## src/rtl/core/lsbp_pkg.sv

```systemverilog
`timescale 1ns / 1ps
// ----------------------------------------------------------------------------
// lsbp_pkg
// Shared types, constants and pattern tables for the status LED blink block.
// ----------------------------------------------------------------------------
package lsbp_pkg;

  // width of the millisecond elapsed counter (11 to 32)
  localparam int unsigned TimerBits = 12;
  // width wide enough for the largest interval or pause constant
  localparam int unsigned DurBits   = 11;
  localparam int unsigned ModeBits  = 3;
  localparam int unsigned TogBits   = 3;

  typedef enum logic [ModeBits-1:0] {
    MODE_OFF       = 3'd0,
    MODE_FAST      = 3'd1,
    MODE_SLOW      = 3'd2,
    MODE_DOUBLE    = 3'd3,
    MODE_TRIPLE    = 3'd4,
    MODE_STEADY_ON = 3'd5,
    MODE_ERROR     = 3'd6,
    MODE_HEARTBEAT = 3'd7
  } mode_e;

  typedef logic [TimerBits-1:0] timer_t;
  typedef logic [DurBits-1:0]   dur_t;
  typedef logic [TogBits-1:0]   tog_t;

  // number of toggles in one flash group (twice the flash count)
  function automatic tog_t toggle_limit(mode_e m);
    tog_t r;
    unique case (m)
      MODE_FAST, MODE_SLOW, MODE_ERROR, MODE_HEARTBEAT: r = TogBits'(2);
      MODE_DOUBLE:                                      r = TogBits'(4);
      MODE_TRIPLE:                                      r = TogBits'(6);
      default:                                          r = '0;
    endcase
    return r;
  endfunction

  function automatic dur_t flash_interval(mode_e m);
    dur_t r;
    unique case (m)
      MODE_FAST:                             r = DurBits'(200);
      MODE_SLOW:                             r = DurBits'(1000);
      MODE_DOUBLE:                           r = DurBits'(150);
      MODE_TRIPLE, MODE_ERROR, MODE_HEARTBEAT: r = DurBits'(100);
      default:                               r = '0;
    endcase
    return r;
  endfunction

  function automatic dur_t pause_length(mode_e m);
    dur_t r;
    unique case (m)
      MODE_FAST:                r = DurBits'(200);
      MODE_SLOW, MODE_DOUBLE:   r = DurBits'(1000);
      MODE_TRIPLE:              r = DurBits'(1500);
      MODE_ERROR:               r = DurBits'(100);
      MODE_HEARTBEAT:           r = DurBits'(2000);
      default:                  r = '0;
    endcase
    return r;
  endfunction

endpackage

```

## src/rtl/core/lsbp_if.sv

```systemverilog
`timescale 1ns / 1ps
// ----------------------------------------------------------------------------
// lsbp interfaces
// Valid/ready channels for ticks, results and the mode register write.
// ----------------------------------------------------------------------------
interface lsbp_tick_if;
  logic valid;
  logic ready;
  logic tick;

  modport source (output valid, output tick, input ready);
  modport sink   (input valid, input tick, output ready);
endinterface

interface lsbp_result_if;
  logic                    valid;
  logic                    ready;
  logic                    led_on;
  logic                    pausing;
  logic [lsbp_pkg::TogBits-1:0] toggle_index;

  modport source (output valid, output led_on, output pausing, output toggle_index,
                  input ready);
  modport sink   (input valid, input led_on, input pausing, input toggle_index,
                  output ready);
endinterface

interface lsbp_cfg_if;
  logic                          valid;
  logic                          ready;
  logic [lsbp_pkg::ModeBits-1:0] mode;

  modport source (output valid, output mode, input ready);
  modport sink   (input valid, input mode, output ready);
endinterface

```

## src/rtl/core/led_status_blink_pattern.sv

```systemverilog
`timescale 1ns / 1ps
// ----------------------------------------------------------------------------
// led_status_blink_pattern
// Status LED pattern generator driven by millisecond ticks and a mode register.
// ----------------------------------------------------------------------------
//  channel    dir  payload                            transaction
//  tick_i     in   tick                               one tick item
//  result_o   out  led_on, pausing, toggle_index      one result per tick item
//  cfg_i      in   mode                               mode register write
//
//  one tick item per cycle while result_o does not stall; its result is registered and shows in the next cycle
//  the pattern update is one increment and compare on the elapsed counter
//  result_o stalls back-pressure tick_i only while the result register is full
//  and not being taken; cfg_i is always ready
//  reset clears mode to off and all pattern state
// ----------------------------------------------------------------------------
module led_status_blink_pattern (
  input  logic            clk_i,
  input  logic            rst_ni,
  lsbp_tick_if.sink       tick_i,
  lsbp_result_if.source   result_o,
  lsbp_cfg_if.sink        cfg_i
);

  lsbp_pkg::mode_e  mode_q;
  lsbp_pkg::timer_t elapsed_q, elapsed_d;
  logic             led_q, led_d;
  lsbp_pkg::tog_t   tog_q, tog_d;
  logic             pause_q, pause_d;

  logic             out_valid_q;
  logic             lit_q, lit_d;
  logic             res_pause_q;
  lsbp_pkg::tog_t   res_tog_q;

  logic             in_take;
  logic             cfg_take;
  logic             mode_change;
  logic             flashing;
  lsbp_pkg::timer_t elapsed_inc;
  lsbp_pkg::timer_t interval_ext;
  lsbp_pkg::timer_t pause_ext;
  lsbp_pkg::tog_t   limit;

  assign tick_i.ready = !out_valid_q || result_o.ready;
  assign cfg_i.ready  = 1'b1;

  assign in_take     = tick_i.valid && tick_i.ready;
  assign cfg_take    = cfg_i.valid;
  assign mode_change = cfg_take && (lsbp_pkg::mode_e'(cfg_i.mode) != mode_q);

  assign flashing     = (mode_q != lsbp_pkg::MODE_OFF) && (mode_q != lsbp_pkg::MODE_STEADY_ON);
  assign limit        = lsbp_pkg::toggle_limit(mode_q);
  assign interval_ext = {{(lsbp_pkg::TimerBits-lsbp_pkg::DurBits){1'b0}},
                         lsbp_pkg::flash_interval(mode_q)};
  assign pause_ext    = {{(lsbp_pkg::TimerBits-lsbp_pkg::DurBits){1'b0}},
                         lsbp_pkg::pause_length(mode_q)};
  // saturating increment
  assign elapsed_inc  = (&elapsed_q) ? elapsed_q : elapsed_q + lsbp_pkg::TimerBits'(1);

  always_comb begin
    elapsed_d = elapsed_q;
    led_d     = led_q;
    tog_d     = tog_q;
    pause_d   = pause_q;
    if (tick_i.tick && flashing) begin
      elapsed_d = elapsed_inc;
      if (pause_q) begin
        if (elapsed_inc >= pause_ext) begin
          pause_d   = 1'b0;
          tog_d     = '0;
          elapsed_d = '0;
        end
      end else if (elapsed_inc >= interval_ext) begin
        if (tog_q < limit) begin
          led_d = !led_q;
          tog_d = tog_q + lsbp_pkg::TogBits'(1);
        end else begin
          led_d   = 1'b0;
          pause_d = 1'b1;
        end
        elapsed_d = '0;
      end
    end
  end

  always_comb begin
    unique case (mode_q)
      lsbp_pkg::MODE_OFF:       lit_d = 1'b0;
      lsbp_pkg::MODE_STEADY_ON: lit_d = 1'b1;
      default:                  lit_d = led_d;
    endcase
  end

  // mode register and pattern state
  always_ff @(posedge clk_i or negedge rst_ni) begin
    if (!rst_ni) begin
      mode_q    <= lsbp_pkg::MODE_OFF;
      elapsed_q <= '0;
      led_q     <= 1'b0;
      tog_q     <= '0;
      pause_q   <= 1'b0;
    end else if (mode_change) begin
      mode_q    <= lsbp_pkg::mode_e'(cfg_i.mode);
      elapsed_q <= '0;
      led_q     <= 1'b0;
      tog_q     <= '0;
      pause_q   <= 1'b0;
    end else if (in_take) begin
      elapsed_q <= elapsed_d;
      led_q     <= led_d;
      tog_q     <= tog_d;
      pause_q   <= pause_d;
    end
  end

  always_ff @(posedge clk_i or negedge rst_ni) begin
    if (!rst_ni) begin
      out_valid_q <= 1'b0;
    end else if (in_take) begin
      out_valid_q <= 1'b1;
    end else if (result_o.ready) begin
      out_valid_q <= 1'b0;
    end
  end

  always_ff @(posedge clk_i) begin
    if (in_take) begin
      lit_q       <= lit_d;
      res_pause_q <= pause_d;
      res_tog_q   <= tog_d;
    end
  end

  assign result_o.valid        = out_valid_q;
  assign result_o.led_on       = lit_q;
  assign result_o.pausing      = res_pause_q;
  assign result_o.toggle_index = res_tog_q;

`ifndef ASSERT_OFF
  a_tog_bound: assert property (@(posedge clk_i) disable iff (!rst_ni)
    tog_q <= lsbp_pkg::TogBits'(6))
    else $error("toggle count beyond largest group");

  a_pause_dark: assert property (@(posedge clk_i) disable iff (!rst_ni)
    pause_q |-> !led_q)
    else $error("led lit during pause");

  a_pause_full_group: assert property (@(posedge clk_i) disable iff (!rst_ni)
    pause_q |-> (tog_q == limit))
    else $error("pause entered before flash group finished");

  a_take_fills: assert property (@(posedge clk_i) disable iff (!rst_ni)
    in_take |=> out_valid_q)
    else $error("accepted tick produced no result");
`endif

endmodule
```

## src/flat_wrapper.sv

```systemverilog
// flat-port wrapper written by rule: the top's interface ports become plain ports
module led_status_blink_pattern_flat 
  (clk_i, rst_ni, tick_i_valid, tick_i_tick, tick_i_ready, result_o_valid, result_o_led_on, result_o_pausing, result_o_toggle_index, result_o_ready, cfg_i_valid, cfg_i_mode, cfg_i_ready);
  lsbp_tick_if tick_i_i ();
  lsbp_result_if result_o_i ();
  lsbp_cfg_if cfg_i_i ();
  input  logic clk_i;
  input  logic rst_ni;
  input wire logic [$bits(tick_i_i.valid)-1:0] tick_i_valid;
  input wire logic [$bits(tick_i_i.tick)-1:0] tick_i_tick;
  output wire logic [$bits(tick_i_i.ready)-1:0] tick_i_ready;
  output wire logic [$bits(result_o_i.valid)-1:0] result_o_valid;
  output wire logic [$bits(result_o_i.led_on)-1:0] result_o_led_on;
  output wire logic [$bits(result_o_i.pausing)-1:0] result_o_pausing;
  output wire logic [$bits(result_o_i.toggle_index)-1:0] result_o_toggle_index;
  input wire logic [$bits(result_o_i.ready)-1:0] result_o_ready;
  input wire logic [$bits(cfg_i_i.valid)-1:0] cfg_i_valid;
  input wire logic [$bits(cfg_i_i.mode)-1:0] cfg_i_mode;
  output wire logic [$bits(cfg_i_i.ready)-1:0] cfg_i_ready;
  assign tick_i_i.valid = tick_i_valid;
  assign tick_i_i.tick = tick_i_tick;
  assign tick_i_ready = tick_i_i.ready;
  assign result_o_valid = result_o_i.valid;
  assign result_o_led_on = result_o_i.led_on;
  assign result_o_pausing = result_o_i.pausing;
  assign result_o_toggle_index = result_o_i.toggle_index;
  assign result_o_i.ready = result_o_ready;
  assign cfg_i_i.valid = cfg_i_valid;
  assign cfg_i_i.mode = cfg_i_mode;
  assign cfg_i_ready = cfg_i_i.ready;
  led_status_blink_pattern u_core (.clk_i(clk_i), .rst_ni(rst_ni), .tick_i(tick_i_i), .result_o(result_o_i), .cfg_i(cfg_i_i));
endmodule
```

## config.mk

```make
export PLATFORM = sky130hd
export DESIGN_NAME = led_status_blink_pattern_flat
export DESIGN_NICKNAME = d
export VERILOG_FILES = /design/src/rtl/core/lsbp_pkg.sv /design/src/rtl/core/lsbp_if.sv /design/src/rtl/core/led_status_blink_pattern.sv /design/src/flat_wrapper.sv
export SDC_FILE = /design/constraint.sdc
export NUM_CORES = 1
export LEC_CHECK = 0
export ABC_AREA = 1
export BUFFER_PORTS_ARGS = -buffer_cell sky130_fd_sc_hd__buf_2
export CELL_PAD_IN_SITES_DETAIL_PLACEMENT = 0
export CELL_PAD_IN_SITES_GLOBAL_PLACEMENT = 1
export CORE_ASPECT_RATIO = 1.75
export CORE_MARGIN = 2
export CORE_UTILIZATION = 46
export CTS_CLUSTER_DIAMETER = 50
export DETAILED_ROUTE_END_ITERATION = 16
export HOLD_SLACK_MARGIN = 0.12
export PLACE_DENSITY_LB_ADDON = 0.1
export SLEW_MARGIN = 25
export SYNTH_ARGS = -nofsm -noshare
export SYNTH_HDL_FRONTEND = slang
export SYNTH_SLANG_ARGS = --single-unit
```

## constraint.sdc

```tcl
create_clock -name clk_i -period 8.7 [get_ports clk_i]
set_input_delay 1.74 -clock clk_i [delete_from_list [all_inputs] [get_ports clk_i]]
set_output_delay 1.74 -clock clk_i [all_outputs]
set_load 0.05 [all_outputs]
```

---- After elaboration in Yosys (flattened, before gate mapping) ----
Index checks and enable logic that the tools add are counted.
word-level totals
  memory bits (writable) .................. 0
  output and inout port bits .............. 8
  memories ................................ 0
  register bits after elaboration ......... 26
  latch bits .............................. 0
  bits in read-only memories .............. 0
  input port bits ......................... 9
operators by class
  $lt $le $gt $ge ......................... 3
  shift operators ......................... 0
  $mul .................................... 0
  bitwise gates (word level) .............. 0
  mux-type cells .......................... 33
  div/mod/pow operators ................... 0
  eq/ne operators ......................... 9
  reduce and logical (&&, ||, !) cells .... 17
  $add $sub $neg .......................... 2
operators by type and width
  operator                                                          count
  12-bit two-way mux                                                7
  11-bit case mux with 5 select lines                               1
  10-bit case mux with 4 select lines                               1
  3-bit two-way mux                                                 7
  1-bit two-way mux                                                 15
  12-bit by 1-bit adder with 12-bit output (second input constant)  1
  3-bit == test (second input constant)                             4
  12-bit by 10-bit >= comparator with 1-bit output                  1
  12-bit by 11-bit >= comparator with 1-bit output                  1
  12-bit AND reduction                                              1
  3-bit case mux with 3 select lines                                1
  3-bit by 2-bit == test with 1-bit output (second input constant)  2
  2-bit nonzero test                                                3
  1-bit logical AND                                                 4
  4-bit OR reduction                                                1
  3-bit by 1-bit adder with 3-bit output (second input constant)    1
  3-bit by 1-bit == test with 1-bit output (second input constant)  1
  3-bit zero test                                                   1
  3-bit less-than comparator                                        1
  3-bit inequality test                                             1
  3-bit inequality test (second input constant)                     1
  3-bit nonzero test                                                1
  3-bit OR reduction                                                1
  1-bit zero test                                                   2
  4 further kinds                                                   4

---- Depth between registers and ports, before layout ----
Gate-level depths: netlist of run 1.
  word-level depth ........................ 10
  depth in mapped cells ................... 23

---- Least setup slack after synthesis of run 1 ----
No wires, ideal clock.
  kind .................................... input port to output port
  from .................................... in result_o_ready
  to ...................................... out tick_i_ready
  required time ........................... 6.960 ns
  arrival ................................. 2.121 ns
  stages .................................. 2
  slack ................................... 4.839 ns
  cell sequence ........................... inv_1 > nand2_1
between the ends
  cells in the longest elaborated chain, start to end .. 1
RTL lines
  item                RTL line                        text
  start: declaration  flat_wrapper.sv:16              input wire logic [$bits(result_o_i.ready)-1:0] result_o_ready;
  1-bit logical OR    led_status_blink_pattern.sv:45  assign tick_i.ready = !out_valid_q || result_o.ready;
  end: declaration    flat_wrapper.sv:11              output wire logic [$bits(tick_i_i.ready)-1:0] tick_i_ready;
Every way passes these cells.

---- Final worst setup path of run 1 ----
Ends and elaborated chain as after synthesis.

==> results of run 1 <==
==> routing by layer <==
layer	part of all wire, %	GRT usage (%)	vias to the layer above
met3	1.2	1.61	8
li1	-	-	1031
met4	2.8	10.5	0
met2	59	43.4	15
met1	37	20.0	892
met5	0	0	-
==> area by class of cell <==
class | count | area share (%)
clock inverters | 1 | 1.23
flip-flops and latches | 26 | 27.8
repair buffers | 16 | 3.39
multi-input cells | 220 | 53.9
well taps | 52 | 2.67
inverters | 60 | 9.31
clock buffers | 3 | 1.70
==> state kept, by name, summed over array words and instances, names as in the netlist <==
register and flops:
u_core.result_o.led_on 1, u_core.result_o.pausing 1, u_core.led_q 1, u_core.mode_q 3
u_core.result_o.toggle_index 3, u_core.result_o.valid 1, u_core.tog_q 3, u_core.elapsed_q 12
u_core.pause_q 1
==> cell families (layout without fill, tap and decap cells) <==
logic type	Yosys count	after routing	synth area share, %
simple gates	148	148	30.7
buf+inv	63	80	11.3
compound gates	48	48	15.2
flops	26	26	30.2
fa+ha+maj	21	21	11.7
xor+xnor	2	2	0.782
other cells	1	1	0.167
==> final timing paths <==
check	slack (ns)	to	depth (start not counted)
hold reg to reg	0.54	u_core.tog_q[0]	2
max in group asynchronous	6.91	u_core.elapsed_q[5]	1
min in group asynchronous	1.43	u_core.tog_q[2]	1
hold / removal	0.54	u_core.tog_q[0]	2
setup reg to reg	5.19	u_core.elapsed_q[2]	19
setup / recovery	4.77	tick_i_ready	4
==> power breakdown <==
part	switching [mW]	leakage, nW	total, mW	internal (mW)
clock network	0.0431	0.0357	0.105	0.0617
registers	0.00495	0.334	0.135	0.130
logic	0.0636	0.890	0.0911	0.0275
==> critical path: stages <==
cell and delay (ns):
buf_2 0.08, inv_1 0.03, nand2_1 0.07, buf_2 0.27
==> placed cells by master (no fill, tap or decap) <==
master     instances
nand3_4            1
nand2_1           70
nand4_1            4
buf_2             15
nor2_4             3
inv_2              3
o211ai_1           1
a21oi_1           12
conb_1             1
xor2_1             2
nand4_2            1
nor3_1             4
nor2_2             8
a21boi_1           1
clkinv_2           1
o22ai_1            2
a21o_1             1
ha_1              21
edfxtp_1           5
buf_4              1
a21oi_2            1
nand3_2            2
o21ai_0           12
clkbuf_8           3
nand3_1           15
o22ai_2           10
and2_1             2
nand2_4            1
o21bai_1           1
o2111ai_1          1
bufinv_16          1
o21ai_2            1
o21ai_1            4
dfrtp_1           21
a211oi_1           1
inv_1             56
nor2_1            34
nand2_2            3
==> results.yml, run 1 <==
status:
  run_status: "finished, final reports clean"
synthesis:
  synth_cells: 309
  synth_ff_type: "dfrtp_1"
  ys_types: 36
  synth_area_leaders: "dfrtp_1, ha_1, nand2_1"
  syn_area_per_cell_sq_um: 7.25
  synth.most_common_cell: "nand2_1"
  synth_area_leader_cell: "dfrtp_1"
  yosysSeqAreaShare_pct: 30.2
  ys_top_cells_by_count: "nand2_1, inv_1, nor2_1, dfrtp_1, ha_1"
  synth_edf_count: 5
  async_reset_ff_share_pct: 80.8
  synth_area_sq_mm: 0.00224
  yosys.area.top_type_share_pct: 23.5
  ys_ff_latch: 26
  syn-num-nets: 339
  synth_warnings: 0
timing:
  worst_pin_slew_ns: 0.652
  finalCritPeriodShare_pct: 45.1
  max_slew_margin_pct: 56.1
  setup_tns_ns: 0
  setup_slack_ns: 4.77
  setup_viol: 0
  fin_skew_ns: 0.00685
  slew_viol_final: 0
  hold_viol_final: 0
  rsz0062_at_grt: "no"
  fmax_mhz: 255
  period_minus_slack_ns: 3.93
  hold_ws_ns: 0.535
critical_path:
  critPathMaxFanout: 3
  required_ns: 6.96
  crit_type: "in2out"
  worst_ep_arrival_time_ns: 2.19
  endpoint_kind: "primary output"
  regToRegStartpoint: "u_core.elapsed_q[0]"
  cp-start-kind: "input pin"
  crit_start: "result_o_ready"
grt:
  grt_overflow_total: 0
  grtUsageTotal_pct: 21.0
  grt_pass1_wl_um: 8710
  antenna_found_initial: 0
  first_global_vias: 1949
  grt_max_degree: 22
finish:
  stdcell_count: 378
  diodes: 0
  final_area_sq_mm: 0.00243
  nets: 357
  multi_input_area_sq_mm: 0.00131
  postLayoutCoreUtil_pct: 51.7
  area_growth_pct: 8.60
  layout-drive-gt1-share_pct: 16.9
  fillers: 496
  ff_latch_area_sq_um: 676
placement:
  place_congestion: 0.854
  place_inst: 374
  placement.io_buffers: 15
  hpwl_um: 4340
  dpl_cell_area_sq_mm: 0.00236
  post-place-ws_ns: 4.77
clock_tree:
  numCtsBuffers: 3
  worstSkewPairLatency_ns: 0.28
  path_clk_slew_ns: 0.10
  htree_num_levels: 1
  cts_setup_buffers: 0
  cts_buffer_depth: 2
  tritoncts: "built"
  root_buffer: "clkbuf_8"
  cts_resized: 0
  cts.sinks: 26
  cts_hold_buf: 0
die:
  die_x_um: 56.8
  dieArea_sq_mm: 0.00547
  start_util_pct: 47.6
  pin_count: 17
  core-area_sq_mm: 0.00471
  num_rows: 33
  die_y_um: 96.3
routing:
  drc_errors: 0
  drtAntennaViolNets: 0
  wl_um: 5210
  routed_via_density: 5.15
  routedWlPerCell_um: 13.8
  routed-via-count: 1946
  drtPass1Iterations: 4
  drt_iter0_markers: 56
power:
  cellPowerDensity_mw_per_mm2: 136
  power_leakage_nw: 1.26
  total_power_mw: 0.331
  worst_ir_drop_vdd_mv: 0.0938
run:
  maxCapViolCount: 0
worst_hold_path:
  min-delay-start: "u_core.tog_q[0]"
  holdCritPathClass: "reg2reg"
(Power assumes the default switching activity.)
==> run 2: changes to the inputs <==
--- a/config.mk
+++ b/config.mk
@@ -11,7 +11,7 @@
 export CELL_PAD_IN_SITES_GLOBAL_PLACEMENT = 1
 export CORE_ASPECT_RATIO = 1.75
 export CORE_MARGIN = 2
-export CORE_UTILIZATION = 46
+export CORE_UTILIZATION = 44
 export CTS_CLUSTER_DIAMETER = 50
 export DETAILED_ROUTE_END_ITERATION = 16
 export HOLD_SLACK_MARGIN = 0.12
==> constraint.sdc (replaced) <==
create_clock -name clk_i -period 4.1 [get_ports clk_i]
set_input_delay 0.82 -clock clk_i [delete_from_list [all_inputs] [get_ports clk_i]]
set_output_delay 0.82 -clock clk_i [all_outputs]
set_load 0.05 [all_outputs]
==> results.yml, run 2 (same netlist as run 1, synthesis figures left out) <==
status:
  run_status: "finished, final reports clean"
die:
  die_x_um: 57.9
  die_y_um: 98.4
  pin_count: 17
  dieArea_sq_mm: 0.00570
  core-area_sq_mm: 0.00493
  num_rows: 34
  start_util_pct: 45.4
critical_path:
  worst_ep_arrival_time_ns: 3.72
  crit_slowest_cell: "nand4_2"
  r2r_cells: 19
  cp_cell_sequence: "ha_1 > nand2_1 > nor2_2 > nand3_4 > clkinv_2 > nor3_1 > nand2_1 > xor2_1 > inv_1 > ha_1 > a21oi_1 > o21ai_0 > o21bai_1 > nand2_1 > nand2_1 > nand3_1 > nand2_1 > nand4_2 > o22ai_1"
  r2r-end: "u_core.elapsed_q[2]"
  critPathMaxFanout: 11
  cp_slowest_stage_delay_ns: 0.44
  cp_num_buf_inv: 2
  r2r_slack_ns: 0.58
  required_ns: 4.30
  regToRegStartpoint: "u_core.elapsed_q[0]"
  crit_family: "simple AND/OR/NAND/NOR gates"
  cp-start-kind: "flip-flop"
  crit_type: "reg2reg"
  endpoint_kind: "flip-flop"
  cpMostUsedCell: "nand2_1"
run:
  maxCapViolCount: 0
placement:
  placement.io_buffers: 15
  hpwl_um: 4680
  post-place-ws_ns: 0.646
  place_congestion: 0.825
  place_inst: 376
clock_tree:
  numCtsBuffers: 3
  worstSkewPairLatency_ns: 0.28
  htree_num_levels: 1
  cts.sinks: 26
  cts_hold_buf: 0
  cts_setup_buffers: 0
  root_buffer: "clkbuf_8"
  tritoncts: "built"
  cts_resized: 0
  path_clk_slew_ns: 0.10
  cts_buffer_depth: 2
grt:
  gr-usage-met1_pct: 20.4
  grt_max_degree: 22
  grt.met2_usage_pct: 41.9
  grtUsageTotal_pct: 21.2
  grt_overflow_total: 0
  grtUsageMet3_pct: 1.32
  grt_pass1_wl_um: 9110
  antenna_found_initial: 0
  first_global_vias: 1961
  top_usage_layer: "met2"
timing:
  worst_pin_slew_ns: 0.518
  setup_tns_ns: 0
  fin_skew_ns: 0.00880
  max_slew_margin_pct: 65.5
  rsz0062_at_grt: "no"
  slew_viol_final: 0
  hold_viol_final: 0
  setup_viol: 0
  finalCritPeriodShare_pct: 85.9
  fmax_mhz: 284
  period_minus_slack_ns: 3.52
  setup_slack_ns: 0.577
routing:
  routed_via_density: 5.18
  drt_iter0_markers: 71
  routed-via-count: 1970
  wl_um: 5580
  drc_errors: 0
  drtPass1Iterations: 6
  routedWlPerCell_um: 14.7
  drtAntennaViolNets: 0
finish:
  layout-drive-gt1-share_pct: 16.6
  largest_reg_flops: 12
  mostFrequentLayoutCells: "nand2_1, inv_1, nor2_1"
  final_common_cell: "nand2_1"
  fillers: 533
  stdcell_count: 380
  nets: 357
  diodes: 0
  area_growth_pct: 7.54
  largest-register: "u_core.elapsed_q"
power:
  pwr-share-comb_pct: 31.2
  worst_ir_drop_vdd_mv: 0.203
  switching_share_pct: 37.2
  clkPwrFrac_pct: 24.1
  p_seq_share_pct: 44.7
  power.internal_mw: 0.401
  cellPowerDensity_mw_per_mm2: 265
  total_power_mw: 0.639
  power_leakage_nw: 1.25
  switching_power_mw: 0.238
worst_hold_path:
  holdCritPathClass: "in2async"
## run 2: changes by cell type in the layout (fill, tap and decap cells not counted)
cell / previous run / this run
clkinv_1: 0 / 1
bufinv_16: 1 / 0
## run 2: worst reg2reg max path, delay by kind of cell (launching register included)
kind                       cells  cell delay [ns]
buffers and inverters          2             0.22
adders and majority gates      2             0.57
DFF                            1             0.40
and+or+nand+nor               10             1.41
xor gates and xnor gates       1             0.23
AOI/OAI and AO/OA              4             0.61
## run 2: per-stage QoR
step	instance area, sq um	util (%)	hold slack (ns)
after global placement	2360	47.9	0.502
after global routing	2410	48.8	0.546
final	2410	48.8	0.499
after floorplan	2240	-	0.477
after CTS	2410	48.8	0.516
after detailed placement	2360	47.9	0.508
## run 2: area by class of cell
| cell class | count | area, sq um | area share [%] |
|---|---|---|---|
| Inverter | 60 | 226 | 9.40 |
| Tap cell | 54 | 67.6 | 2.80 |
| Sequential cell | 26 | 676 | 28.0 |
| Multi-Input combinational cell | 220 | 1310 | 54.5 |
| Clock buffer | 3 | 41.3 | 1.71 |
| Clock inverter | 1 | 3.75 | 0.156 |
| Timing Repair Buffer | 16 | 82.6 | 3.43 |
## run 2: worst max-delay path by stage
stage | from | slack (ns) | depth (start not counted) | endpoint
2_1_floorplan | u_core.elapsed_q[0] | 1.21 | 20 | u_core.result_o.toggle_index[2]
3_3_place_gp | u_core.elapsed_q[0] | 0.68 | 19 | u_core.elapsed_q[2]
3_5_place_dp | u_core.elapsed_q[0] | 0.65 | 19 | u_core.elapsed_q[2]
4_1_cts | u_core.elapsed_q[0] | 0.61 | 19 | u_core.elapsed_q[2]
5_1_grt | u_core.elapsed_q[0] | 0.32 | 19 | u_core.elapsed_q[2]
6_report | u_core.elapsed_q[0] | 0.58 | 19 | u_core.elapsed_q[2]
## run 2: power by group through the flow
stage / logic [mW] / registers (mW) / clock network (mW)
floorplan: 0.131 / 0.305 / 0
global placement: 0.200 / 0.290 / 0
detailed placement: 0.200 / 0.291 / 0
CTS: 0.201 / 0.285 / 0.160
global route: 0.226 / 0.287 / 0.167
finish: 0.200 / 0.285 / 0.154
## run 2: metal layers
metal	share of wire, %	wire (um)	up-vias
li1	-	-	1029
met5	0	0	-
met3	1.2	66	16
met4	4.6	257	0
met1	36	2010	906
met2	58	3250	19
